## config.mk

```make
export PLATFORM = sky130hd
export DESIGN_NAME = framebuffer_shape_fill_scanner
export DESIGN_NICKNAME = d
export VERILOG_FILES = /design/src/rtl/core/fsfs_pkg.sv /design/src/rtl/core/framebuffer_shape_fill_scanner.sv
export SDC_FILE = /design/constraint.sdc
export NUM_CORES = 2
export LEC_CHECK = 0
export BUFFER_PORTS_ARGS = -buffer_cell sky130_fd_sc_hd__buf_2
export CORE_UTILIZATION = 60
export CTS_BUF_LIST = sky130_fd_sc_hd__clkbuf_4
export DETAILED_ROUTE_END_ITERATION = 16
export HOLD_SLACK_MARGIN = 0.1
export PLACE_DENSITY = 0.75
export RECOVER_POWER = 25
export SKIP_LAST_GASP = 1
export SLEW_MARGIN = 20
export SYNTH_ARGS = -nofsm -noshare
export SYNTH_HDL_FRONTEND = slang
export SYNTH_SLANG_ARGS = --single-unit
```

## constraint.sdc

```tcl
create_clock -name clock -period 9.2 [get_ports clock]
set_input_delay 2.3 -clock clock [delete_from_list [all_inputs] [get_ports clock]]
set_output_delay 2.3 -clock clock [all_outputs]
set_load 0.02 [all_outputs]
```

## src/rtl/core/fsfs_pkg.sv

```systemverilog
// Shared types and constants for the framebuffer shape fill scanner.
// No dependencies; imported by framebuffer_shape_fill_scanner.
`default_nettype none

package fsfs_pkg;

   // Result field widths
   localparam int PIXEL_INDEX_W = 20;
   localparam int PIXEL_X_W     = 10;
   localparam int PIXEL_Y_W     = 9;
   localparam int COLOR_W       = 32;

   // Stream payload widths
   localparam int REQ_TDATA_W = 8;
   localparam int RSP_TDATA_W = 72;

   // Configuration port
   localparam int CSR_INDEX_W = 3;
   localparam int CSR_DATA_W  = 32;

   // Configuration register widths
   localparam int MODE_W   = 2;
   localparam int ORIGIN_W = 12;
   localparam int SIZE_W   = 11;
   localparam int RADIUS_W = 10;

   // Signed geometry width: covers pixel positions, shape edges and distances
   localparam int GEOM_W = 15;
   localparam int SQ_W   = 2 * GEOM_W;
   localparam int RSQ_W  = 2 * RADIUS_W;

   typedef enum logic [MODE_W-1:0] {
      SHAPE_RECT    = 2'd0,
      SHAPE_CIRCLE  = 2'd1,
      SHAPE_ROUNDED = 2'd2
   } shape_mode_type;

   typedef enum logic [CSR_INDEX_W-1:0] {
      REG_SHAPE_MODE    = 3'd0,
      REG_FILL_COLOR    = 3'd1,
      REG_ORIGIN_X      = 3'd2,
      REG_ORIGIN_Y      = 3'd3,
      REG_BOX_WIDTH     = 3'd4,
      REG_BOX_HEIGHT    = 3'd5,
      REG_CORNER_RADIUS = 3'd6,
      REG_BUFFER_SELECT = 3'd7
   } csr_reg_type;

endpackage

`default_nettype wire

```

## src/rtl/core/framebuffer_shape_fill_scanner.sv

```systemverilog
// Framebuffer shape fill scanner: raster pixel walker with shape coverage test.
// Depends on fsfs_pkg (widths, shape mode and register index codes).
`default_nettype none

// Each accepted request transaction scans one pixel in raster order (restart
// in req_tdata bit 0 jumps to pixel zero) and yields one response transaction
// with the word index in the selected buffer, the column, the row, the
// coverage bit and the fill color; rsp_tlast marks the last pixel of the
// screen. The block takes one pixel per clock unless backpressure stalls it;
// a request reaches rsp_tvalid through four registers: a position register,
// a difference and edge-compare stage, a squaring stage (four parallel 15x15
// squarers and the 10x10 radius square) and the distance compare into the
// output register. Backpressure collapses bubbles stage by stage. Write
// configuration registers only while no pixel is in flight.
module framebuffer_shape_fill_scanner
   import fsfs_pkg::*;
#(
   parameter int SCREEN_WIDTH  = 800,
   parameter int SCREEN_HEIGHT = 480
) (
   input  wire                      clock,
   input  wire                      reset,
   // request: [0] restart, [7:1] zero
   input  wire                      req_tvalid,
   output logic                     req_tready,
   input  wire  [REQ_TDATA_W-1:0]   req_tdata,
   // response: [19:0] pixel_index, [29:20] pixel_x, [38:30] pixel_y,
   // [39] covered, [71:40] color_out
   output logic                     rsp_tvalid,
   input  wire                      rsp_tready,
   output logic [RSP_TDATA_W-1:0]   rsp_tdata,
   output logic                     rsp_tlast,
   // configuration writes
   input  wire                      csr_valid,
   output logic                     csr_ready,
   input  wire  [CSR_INDEX_W-1:0]   csr_index,
   input  wire  [CSR_DATA_W-1:0]    csr_data
);

   localparam int COL_W       = $clog2(SCREEN_WIDTH);
   localparam int ROW_W       = $clog2(SCREEN_HEIGHT);
   localparam int FRAME_WORDS = SCREEN_WIDTH * SCREEN_HEIGHT;
   localparam int IDX_NEED    = $clog2(2 * FRAME_WORDS);
   localparam int IDX_W       = (IDX_NEED > PIXEL_INDEX_W) ? IDX_NEED : PIXEL_INDEX_W;
   localparam int XO_W        = (COL_W > PIXEL_X_W) ? COL_W : PIXEL_X_W;
   localparam int YO_W        = (ROW_W > PIXEL_Y_W) ? ROW_W : PIXEL_Y_W;
   localparam logic [COL_W-1:0] LAST_COL = COL_W'(SCREEN_WIDTH - 1);
   localparam logic [ROW_W-1:0] LAST_ROW = ROW_W'(SCREEN_HEIGHT - 1);

   // ---------------------------------------------------------------------
   // Configuration registers
   // ---------------------------------------------------------------------
   shape_mode_type              shape_mode_ff;
   logic [COLOR_W-1:0]          fill_color_ff;
   logic signed [ORIGIN_W-1:0]  origin_x_ff;
   logic signed [ORIGIN_W-1:0]  origin_y_ff;
   logic [SIZE_W-1:0]           box_width_ff;
   logic [SIZE_W-1:0]           box_height_ff;
   logic [RADIUS_W-1:0]         corner_radius_ff;
   logic                        buffer_select_ff;

   logic csr_write;

   assign csr_ready = 1'b1;
   assign csr_write = csr_valid && csr_ready;

   always_ff @(posedge clock) begin
      if (reset) begin
         shape_mode_ff    <= SHAPE_RECT;
         fill_color_ff    <= '0;
         origin_x_ff      <= '0;
         origin_y_ff      <= '0;
         box_width_ff     <= '0;
         box_height_ff    <= '0;
         corner_radius_ff <= '0;
         buffer_select_ff <= 1'b0;
      end else if (csr_write) begin
         case (csr_reg_type'(csr_index))
            REG_SHAPE_MODE:    shape_mode_ff    <= shape_mode_type'(csr_data[MODE_W-1:0]);
            REG_FILL_COLOR:    fill_color_ff    <= csr_data[COLOR_W-1:0];
            REG_ORIGIN_X:      origin_x_ff      <= csr_data[ORIGIN_W-1:0];
            REG_ORIGIN_Y:      origin_y_ff      <= csr_data[ORIGIN_W-1:0];
            REG_BOX_WIDTH:     box_width_ff     <= csr_data[SIZE_W-1:0];
            REG_BOX_HEIGHT:    box_height_ff    <= csr_data[SIZE_W-1:0];
            REG_CORNER_RADIUS: corner_radius_ff <= csr_data[RADIUS_W-1:0];
            REG_BUFFER_SELECT: buffer_select_ff <= csr_data[0];
            default: ;
         endcase
      end
   end

   // ---------------------------------------------------------------------
   // Shape geometry; user keeps configuration stable while busy (not enforced)
   // ---------------------------------------------------------------------
   logic [RADIUS_W-1:0]       half_height;
   logic                      big_radius;
   logic [RADIUS_W-1:0]       radius_eff;
   logic signed [GEOM_W-1:0]  g_ox, g_oy, g_w, g_h, g_r;
   logic signed [GEOM_W-1:0]  edge_xa, edge_xb, edge_xr;
   logic signed [GEOM_W-1:0]  edge_ya, edge_yb, edge_yd;

   always_comb begin
      half_height = box_height_ff[SIZE_W-1:1];
      big_radius  = corner_radius_ff >= half_height;
      if (shape_mode_ff == SHAPE_ROUNDED && big_radius) begin
         radius_eff = half_height;
      end else begin
         radius_eff = corner_radius_ff;
      end
      g_ox = GEOM_W'(origin_x_ff);
      g_oy = GEOM_W'(origin_y_ff);
      g_w  = GEOM_W'(box_width_ff);
      g_h  = GEOM_W'(box_height_ff);
      g_r  = GEOM_W'(radius_eff);
      // circle mode centers the first circle on the origin itself
      if (shape_mode_ff == SHAPE_CIRCLE) begin
         edge_xa = g_ox;
         edge_ya = g_oy;
      end else begin
         edge_xa = g_ox + g_r;
         edge_ya = g_oy + g_r;
      end
      edge_xr = g_ox + g_w;
      edge_xb = edge_xr - g_r;
      edge_yd = g_oy + g_h;
      edge_yb = edge_yd - g_r;
   end

   // ---------------------------------------------------------------------
   // Pipeline flow control
   // ---------------------------------------------------------------------
   logic st1_valid_ff, st2_valid_ff, st3_valid_ff, out_valid_ff;
   logic st1_load, st2_load, st3_load, out_load;

   assign out_load   = !out_valid_ff || rsp_tready;
   assign st3_load   = !st3_valid_ff || out_load;
   assign st2_load   = !st2_valid_ff || st3_load;
   assign st1_load   = !st1_valid_ff || st2_load;
   assign req_tready = st1_load;

   logic req_accept;
   assign req_accept = req_tvalid && req_tready;

   always_ff @(posedge clock) begin
      if (reset) begin
         st1_valid_ff <= 1'b0;
         st2_valid_ff <= 1'b0;
         st3_valid_ff <= 1'b0;
         out_valid_ff <= 1'b0;
      end else begin
         if (st1_load) st1_valid_ff <= req_tvalid;
         if (st2_load) st2_valid_ff <= st1_valid_ff;
         if (st3_load) st3_valid_ff <= st2_valid_ff;
         if (out_load) out_valid_ff <= st3_valid_ff;
      end
   end

   // ---------------------------------------------------------------------
   // Scan position and stage 1
   // ---------------------------------------------------------------------
   logic [COL_W-1:0] scan_col_ff, scan_col_in, cur_col;
   logic [ROW_W-1:0] scan_row_ff, scan_row_in, cur_row;
   logic [COL_W-1:0] st1_col_ff;
   logic [ROW_W-1:0] st1_row_ff;
   logic             st1_last_ff, st1_last_in;

   always_comb begin
      if (req_tdata[0]) begin
         cur_col = '0;
         cur_row = '0;
      end else begin
         cur_col = scan_col_ff;
         cur_row = scan_row_ff;
      end
      st1_last_in = (cur_col == LAST_COL) && (cur_row == LAST_ROW);
      if (cur_col == LAST_COL) begin
         scan_col_in = '0;
         scan_row_in = (cur_row == LAST_ROW) ? '0 : cur_row + 1'b1;
      end else begin
         scan_col_in = cur_col + 1'b1;
         scan_row_in = cur_row;
      end
   end

   always_ff @(posedge clock) begin
      if (reset) begin
         scan_col_ff <= '0;
         scan_row_ff <= '0;
      end else if (req_accept) begin
         scan_col_ff <= scan_col_in;
         scan_row_ff <= scan_row_in;
      end
   end

   always_ff @(posedge clock) begin
      if (st1_load) begin
         st1_col_ff  <= cur_col;
         st1_row_ff  <= cur_row;
         st1_last_ff <= st1_last_in;
      end
   end

   // ---------------------------------------------------------------------
   // Stage 2: distances to centers, edge tests, word index
   // ---------------------------------------------------------------------
   logic signed [GEOM_W-1:0] px, py;
   logic signed [GEOM_W-1:0] st2_dx1_ff, st2_dx2_ff, st2_dy1_ff, st2_dy2_ff;
   logic [RADIUS_W-1:0]      st2_r_ff;
   logic st2_box_in, st2_left_in, st2_right_in, st2_centre_in;
   logic st2_box_ff, st2_left_ff, st2_right_ff, st2_centre_ff;
   logic [IDX_W-1:0]         st2_idx_in, st2_idx_ff;
   logic [COL_W-1:0]         st2_col_ff;
   logic [ROW_W-1:0]         st2_row_ff;
   logic                     st2_last_ff;

   always_comb begin
      px = GEOM_W'(st1_col_ff);
      py = GEOM_W'(st1_row_ff);
      st2_box_in    = (px >= g_ox) && (px < edge_xr) && (py >= g_oy) && (py < edge_yd);
      st2_left_in   = (px >= g_ox) && (px < edge_xa) && (py >= edge_ya) && (py < edge_yb);
      st2_right_in  = (px >= edge_xb) && (px < edge_xr) && (py >= edge_ya) && (py < edge_yb);
      st2_centre_in = (px >= edge_xa) && (px < edge_xb) && (py >= g_oy) && (py < edge_yd);
      st2_idx_in = IDX_W'(st1_row_ff) * IDX_W'(SCREEN_WIDTH) + IDX_W'(st1_col_ff);
      if (buffer_select_ff) begin
         st2_idx_in = st2_idx_in + IDX_W'(FRAME_WORDS);
      end
   end

   always_ff @(posedge clock) begin
      if (st2_load) begin
         st2_dx1_ff    <= px - edge_xa;
         st2_dx2_ff    <= px - edge_xb;
         st2_dy1_ff    <= py - edge_ya;
         st2_dy2_ff    <= py - edge_yb;
         st2_r_ff      <= radius_eff;
         st2_box_ff    <= st2_box_in;
         st2_left_ff   <= st2_left_in;
         st2_right_ff  <= st2_right_in;
         st2_centre_ff <= st2_centre_in;
         st2_idx_ff    <= st2_idx_in;
         st2_col_ff    <= st1_col_ff;
         st2_row_ff    <= st1_row_ff;
         st2_last_ff   <= st1_last_ff;
      end
   end

   // ---------------------------------------------------------------------
   // Stage 3: squares
   // ---------------------------------------------------------------------
   logic [SQ_W-1:0]  st3_dx1sq_ff, st3_dx2sq_ff, st3_dy1sq_ff, st3_dy2sq_ff;
   logic [RSQ_W-1:0] st3_rsq_ff;
   logic st3_box_ff, st3_left_ff, st3_right_ff, st3_centre_ff;
   logic [IDX_W-1:0] st3_idx_ff;
   logic [COL_W-1:0] st3_col_ff;
   logic [ROW_W-1:0] st3_row_ff;
   logic             st3_last_ff;

   always_ff @(posedge clock) begin
      if (st3_load) begin
         st3_dx1sq_ff  <= SQ_W'(SQ_W'(st2_dx1_ff) * SQ_W'(st2_dx1_ff));
         st3_dx2sq_ff  <= SQ_W'(SQ_W'(st2_dx2_ff) * SQ_W'(st2_dx2_ff));
         st3_dy1sq_ff  <= SQ_W'(SQ_W'(st2_dy1_ff) * SQ_W'(st2_dy1_ff));
         st3_dy2sq_ff  <= SQ_W'(SQ_W'(st2_dy2_ff) * SQ_W'(st2_dy2_ff));
         st3_rsq_ff    <= RSQ_W'(st2_r_ff) * RSQ_W'(st2_r_ff);
         st3_box_ff    <= st2_box_ff;
         st3_left_ff   <= st2_left_ff;
         st3_right_ff  <= st2_right_ff;
         st3_centre_ff <= st2_centre_ff;
         st3_idx_ff    <= st2_idx_ff;
         st3_col_ff    <= st2_col_ff;
         st3_row_ff    <= st2_row_ff;
         st3_last_ff   <= st2_last_ff;
      end
   end

   // ---------------------------------------------------------------------
   // Output stage: circle tests and coverage select
   // ---------------------------------------------------------------------
   logic [SQ_W:0] rsq_ext;
   logic in_c11, in_c21, in_c12, in_c22;
   logic out_cov_in, out_cov_ff;
   logic [PIXEL_INDEX_W-1:0] out_idx_ff;
   logic [COL_W-1:0] out_col_ff;
   logic [ROW_W-1:0] out_row_ff;
   logic             out_last_ff;

   always_comb begin
      rsq_ext = (SQ_W + 1)'(st3_rsq_ff);
      in_c11 = ((SQ_W + 1)'(st3_dx1sq_ff) + (SQ_W + 1)'(st3_dy1sq_ff)) <= rsq_ext;
      in_c21 = ((SQ_W + 1)'(st3_dx2sq_ff) + (SQ_W + 1)'(st3_dy1sq_ff)) <= rsq_ext;
      in_c12 = ((SQ_W + 1)'(st3_dx1sq_ff) + (SQ_W + 1)'(st3_dy2sq_ff)) <= rsq_ext;
      in_c22 = ((SQ_W + 1)'(st3_dx2sq_ff) + (SQ_W + 1)'(st3_dy2sq_ff)) <= rsq_ext;
      case (shape_mode_ff)
         SHAPE_RECT:   out_cov_in = st3_box_ff;
         SHAPE_CIRCLE: out_cov_in = in_c11;
         SHAPE_ROUNDED: begin
            // large radius keeps only the two top circles and the center strip
            if (big_radius) begin
               out_cov_in = in_c11 || in_c21 || st3_centre_ff;
            end else begin
               out_cov_in = in_c11 || in_c21 || in_c12 || in_c22 ||
                            st3_left_ff || st3_right_ff || st3_centre_ff;
            end
         end
         default: out_cov_in = 1'b0;
      endcase
   end

   always_ff @(posedge clock) begin
      if (out_load) begin
         out_cov_ff  <= out_cov_in;
         out_idx_ff  <= st3_idx_ff[PIXEL_INDEX_W-1:0];
         out_col_ff  <= st3_col_ff;
         out_row_ff  <= st3_row_ff;
         out_last_ff <= st3_last_ff;
      end
   end

   logic [XO_W-1:0] out_x_ext;
   logic [YO_W-1:0] out_y_ext;

   assign out_x_ext  = XO_W'(out_col_ff);
   assign out_y_ext  = YO_W'(out_row_ff);
   assign rsp_tvalid = out_valid_ff;
   assign rsp_tlast  = out_last_ff;
   assign rsp_tdata  = {fill_color_ff, out_cov_ff, out_y_ext[PIXEL_Y_W-1:0],
                        out_x_ext[PIXEL_X_W-1:0], out_idx_ff};

`ifndef SYNTH
   // restart always lands the pixel at the origin of the screen
   assert property (@(posedge clock) disable iff (reset)
      (req_accept && req_tdata[0]) |=> (st1_col_ff == '0 && st1_row_ff == '0))
      else $error("restart did not scan pixel zero");

   // scan position never leaves the screen
   assert property (@(posedge clock) disable iff (reset)
      (scan_col_ff <= LAST_COL) && (scan_row_ff <= LAST_ROW))
      else $error("scan position out of range");

   // a stalled stage 1 entry holds its pixel
   assert property (@(posedge clock) disable iff (reset)
      (st1_valid_ff && !st2_load) |=>
         (st1_valid_ff && $stable(st1_col_ff) && $stable(st1_row_ff)))
      else $error("stage 1 pixel lost under backpressure");

   // the last-pixel flag goes only with the bottom-right corner
   assert property (@(posedge clock) disable iff (reset)
      (out_valid_ff && out_last_ff) |-> (out_col_ff == LAST_COL && out_row_ff == LAST_ROW))
      else $error("last pixel flag on wrong position");

   // scan advances only on an accepted request
   assert property (@(posedge clock) disable iff (reset)
      !req_accept |=> ($stable(scan_col_ff) && $stable(scan_row_ff)))
      else $error("scan moved without a request");
`endif

endmodule

`default_nettype wire

```

Word level (Yosys, flattened, before mapping)

Cells that the tools add are included.

Bits in registers: 473
Word-level logic and storage cells: 149

Add/sub/neg operators: 18
Multiply operators: 6
Magnitude comparators: 15
Equal/unequal tests: 11
Multiplexer cells: 11
Reduce and logical (&&, ||, !) cells: 40

Operator list:

| kind                                            | number |
|---|---|
| adder 30 x 30 -> 31 bit                         | 4 |
| <= comparator 31 x 20 -> 1 bit                  | 4 |
| multiplier 15 x 15 -> 30 bit                    | 4 |
| 2-to-1 mux 10 bit                               | 3 |
| 2-to-1 mux 15 bit                               | 2 |
| subtractor 13 x 11 -> 14 bit                    | 2 |
| 2-to-1 mux 9 bit                                | 3 |
| adder 12 x 11 -> 13 bit                         | 2 |
| adder 12 x 12 -> 13 bit                         | 2 |
| adder 19 x 10 -> 20 bit                         | 1 |
| adder 20 x 19 -> 20 bit (second input constant) | 1 |
| multiplier 10 x 10 -> 20 bit                    | 1 |
| 2-to-1 mux 20 bit                               | 1 |
| AND reduction 2 bit                             | 8 |
| greater-or-equal comparator 10 x 15 -> 1 bit    | 1 |
| greater-or-equal comparator 11 x 15 -> 1 bit    | 1 |
| logical AND 1 bit                               | 15 |
| < comparator 11 x 15 -> 1 bit                   | 1 |
| subtractor 10 x 14 -> 15 bit                    | 1 |
| subtractor 10 x 15 -> 15 bit                    | 1 |
| subtractor 11 x 14 -> 15 bit                    | 1 |
| subtractor 11 x 15 -> 15 bit                    | 1 |
| greater-or-equal comparator 11 x 14 -> 1 bit    | 1 |
| < comparator 10 x 14 -> 1 bit                   | 1 |
| other kinds (22)                                | 39 |

Logic depth before layout (Yosys ltp)

Depth after elaboration: 10
Mapped depth: 29

Least setup slack after synthesis

Ideal clock, no wire load.

Path kind: in2reg
Start: input port rsp_tready
End: register st3_box_ff, enable pin
Library setup time: 1.421 ns
Arrival time: 5.444 ns
Setup slack: 2.336 ns
Cell stages on the path: 2
Path buffers: 0
Cells stage by stage: nor2b_1 > nand2_1

Word-level cells in the longest chain between the ends: 2

Ends and longest elaborated chain:

| element              | RTL line                              | RTL |
|---|---|---|
| from (decl)          | framebuffer_shape_fill_scanner.sv:30  | `input wire rsp_tready,` |
| logical OR 1 bit     | framebuffer_shape_fill_scanner.sv:135 | `assign out_load = !out_valid_ff \|\| rsp_tready;` |
| logical OR 1 bit     | framebuffer_shape_fill_scanner.sv:136 | `assign st3_load = !st3_valid_ff \|\| out_load;` |
| named net st3_load   | framebuffer_shape_fill_scanner.sv:133 | `logic st1_load, st2_load, st3_load, out_load;` |
| to (signal assigned) | framebuffer_shape_fill_scanner.sv:265 | `st3_box_ff <= st2_box_ff;` |
| to (decl)            | framebuffer_shape_fill_scanner.sv:252 | `logic st3_box_ff, st3_left_ff, st3_right_ff, st3_centre_ff;` |

The timed path passes the listed nets, and every way through them passes these cells.
A chain may end at the register's enable or synchronous reset.

Worst setup path after layout

Start: register st2_dx2_ff[12]
End: register st3_dx2sq_ff[29], data pin

Word-level cells in the longest chain between the ends: 1

Ends and longest elaborated chain:

| element                      | RTL line                              | RTL |
|---|---|---|
| from (decl)                  | framebuffer_shape_fill_scanner.sv:207 | `logic signed [GEOM_W-1:0] st2_dx1_ff, st2_dx2_ff, st2_dy1_ff, st2_dy2_ff;` |
| from (signal assigned)       | framebuffer_shape_fill_scanner.sv:232 | `st2_dx2_ff <= px - edge_xb;` |
| multiplier 15 x 15 -> 30 bit | framebuffer_shape_fill_scanner.sv:261 | `st3_dx2sq_ff <= SQ_W'(SQ_W'(st2_dx2_ff) * SQ_W'(st2_dx2_ff));` |
| to (signal assigned)         | framebuffer_shape_fill_scanner.sv:261 |  |
| to (decl)                    | framebuffer_shape_fill_scanner.sv:250 | `logic [SQ_W-1:0] st3_dx1sq_ff, st3_dx2sq_ff, st3_dy1sq_ff, st3_dy2sq_ff;` |

No other way between the ends.

==> flow_metrics.py <==
metrics = {
    "outcome": {
        "status": "finished, violations left",
        "violations": "capacitance limit, slew limit",
    },
    "route": {
        "ant_nets": 0,
        "vias": 44238,
        "vias_per_cell": 5.60,
        "dr.pass1.iters": 6,
        "wl_um": 143000,
        "drt_iter0_drc": 2580,
        "drc": 0,
        "drt-wirelength-per-cell_um": 18.1,
    },
    "logic_synthesis": {
        "synthCells": 6347,
        "synth_cell_types": 88,
        "synth_seq_area_share": 0.202,
        "ys_warn_count": 0,
        "synth-async-reset-ratio": 0,
        "synth_edf_count": 339,
        "syn_area_per_cell_um2": 9.70,
        "mappedNetlistNets": 8023,
        "syn_area_mm2": 0.0615,
        "synth-main-ff-cell": "edfxtp_1",
        "yosys_register_bits": 453,
    },
    "critical_path": {
        "arrival_ns": 8.10,
        "worst-setup-path-type": "flop to flop",
        "start_kind": "flop",
        "cp.required_ns": 9.87,
        "worst_setup_path_end_kind": "flop",
        "cp_max_fo": 17,
    },
    "cts": {
        "cts_root_buffer": "clkbuf_4",
        "cts_inserted_buffers": 116,
        "cts-resized-gates": 0,
        "cts_hold_buf": 0,
        "cts.clk_slew.worst_paths_ns": 0.07,
        "cts_buffer_depth": 3,
        "clkSinkCount": 453,
        "clk-insertion-delay-late_ns": 0.96,
        "cts_tree": "yes",
        "cts_setup_buffers": 0,
        "htree_levels": 3,
    },
    "grt": {
        "grt_pass1_wl_um": 232000,
        "grt_pass1_vias": 45702,
        "grt_use_total": 0.285,
        "grt_overflow": 0,
        "grt_max_degree": 124,
        "antenna_found_initial": 6,
    },
    "final_layout": {
        "syn2layout_area_growth_pct": 5.40,
        "drive_gt1_frac": 0.0555,
        "final_common_cell": "inv_1",
        "nets": 8133,
        "layout_common_cells": "1,171 x inv_1, 859 x fa_1, 769 x ha_1",
    },
    "sta": {
        "setup-violations-final": 0,
        "tightest_slew_ns": 5.00,
        "fin_skew_ns": 0.0763,
        "slew_headroom": -2.33,
        "fmax_mhz": 135,
        "drv_slew": 115,
        "period_minus_slack_ns": 7.42,
        "hold_violations": 0,
        "period_share": 0.807,
        "rsz0062_at_grt": "no",
        "fin_tns_setup_ns": 0,
    },
    "placement": {
        "port_buffers": 115,
        "gp_congestion": 0.927,
        "place_hpwl_um": 117000,
    },
    "floorplan": {
        "std_cell_rows": 117,
        "die_y_um": 322,
        "core_mm2": 0.102,
        "ios": 124,
        "dieArea_mm2": 0.104,
        "start_util": 0.605,
        "die_w_um": 322,
    },
    "flow_run": {
        "maxCapViolCount": 1,
    },
    "min_path": {
        "hp-class": "flop to flop",
    },
}
==> flip-flops by register name, indices dropped and copies added, names as in the netlist, 19 cells and up <==
| signal | count |
|---|---|
| st3_dx1sq_ff | 29 |
| st2_idx_ff | 20 |
| fill_color_ff | 32 |
| st3_dy2sq_ff | 29 |
| st3_dx2sq_ff | 29 |
| st3_idx_ff | 20 |
| out_idx_ff | 20 |
| st3_rsq_ff | 19 |
| st3_dy1sq_ff | 29 |
==> per-stage QoR <==
step	worst slack, ns	std cells	cell area, um^2	utilization	hold slack (ns)
floorplan	2.34	6347	61500	-	0.400
global placement	1.90	7707	63400	0.624	0.402
detailed placement	1.84	7707	63400	0.624	0.405
CTS	1.77	7903	64900	0.638	0.407
global route	1.40	7905	64900	0.638	0.416
finish	1.78	7906	64900	0.638	0.407
==> synth_stat cells, drive strengths merged (11+ instances only) <==
cell type / count / area share
inv: 1171 / 0.071
fa: 859 / 0.28
ha: 769 / 0.16
nand2: 597 / 0.036
a21oi: 384 / 0.032
edfxtp: 339 / 0.17
nor2: 279 / 0.017
xnor2: 246 / 0.035
and2: 209 / 0.021
o21ai: 199 / 0.016
a21o: 137 / 0.017
clkbuf: 128 / 0.0078
dfxtp: 114 / 0.037
xor2: 105 / 0.015
nand2b: 87 / 0.0088
nor2b: 83 / 0.0084
nor3: 68 / 0.0055
nand3: 62 / 0.0050
o21a: 47 / 0.0057
and3: 39 / 0.0040
o21bai: 39 / 0.0048
nand4: 37 / 0.0038
a211oi: 33 / 0.0044
a31oi: 31 / 0.0036
a21boi: 21 / 0.0026
or3: 21 / 0.0021
a2111oi: 15 / 0.0022
a211o: 14 / 0.0020
a31o: 14 / 0.0020
mux2i: 12 / 0.0020
nor3b: 12 / 0.0016
or2: 12 / 0.0012
nor4: 11 / 0.0011
o211ai: 11 / 0.0013
==> critical path, stage by stage, from the launching register on <==
cell,delay [ns]
edfxtp_1,0.85
nand2_1,0.22
fa_1,0.57
inv_1,0.05
fa_1,0.53
inv_1,0.05
fa_1,0.50
inv_1,0.06
fa_1,0.52
inv_1,0.05
fa_1,0.48
inv_1,0.05
fa_1,0.36
ha_1,0.39
a21o_1,0.20
a21o_1,0.17
a21o_1,0.17
a31oi_1,0.24
o21ai_1,0.14
o31a_1,0.28
a41oi_1,0.36
o21bai_1,0.14
a21oi_1,0.32
o2111ai_1,0.17
a21oi_1,0.20
xnor2_1,0.09
==> kinds of logic (layout without fill, tap and decap cells) <==
family / Yosys count / count (layout) / synth area share
compound gates: 1037 / 1037 / 0.107
xor+xnor: 351 / 351 / 0.0503
fa+ha+maj: 1631 / 1631 / 0.436
buf+inv: 1312 / 1500 / 0.0805
flops: 453 / 453 / 0.202
mux: 20 / 20 / 0.00342
other cells: 1 / 4 / 0.0000609
simple gates: 1542 / 1542 / 0.120
==> final cells by class <==
type | count | area, um^2
inverters | 1174 | 4410
flip-flops and latches | 453 | 12500
fillers | 8325 | 36900
multi-input cells | 4582 | 44200
clock inverters | 39 | 258
diodes | 3 | 7.51
repair buffers | 130 | 687
clock buffers | 157 | 1180
well taps | 1368 | 1710
==> path summary, 6_finish.rpt <==
kind	start	endpoint	slack, ns	cells past startpoint
worst min-delay path	st3_idx_ff[1]	out_idx_ff[1]	0.41	0
worst min register to register	st3_idx_ff[1]	out_idx_ff[1]	0.41	0
worst max register to register	st2_dx2_ff[12]	st3_dx2sq_ff[29]	1.78	25
worst max-delay path	st2_dx2_ff[12]	st3_dx2sq_ff[29]	1.78	25
==> routing by layer <==
layer,vias to the layer above,global-route usage,wire length (um)
met2,1156,0.484,68900
li1,21007,-,-
met5,-,0,7
met4,2,0.106,5380
met3,261,0.0367,8300
met1,21812,0.372,60200
Power is left out: the tool's default activity adds up to more than one toggle a clock period on the data nets, which glitch-free logic cannot reach.
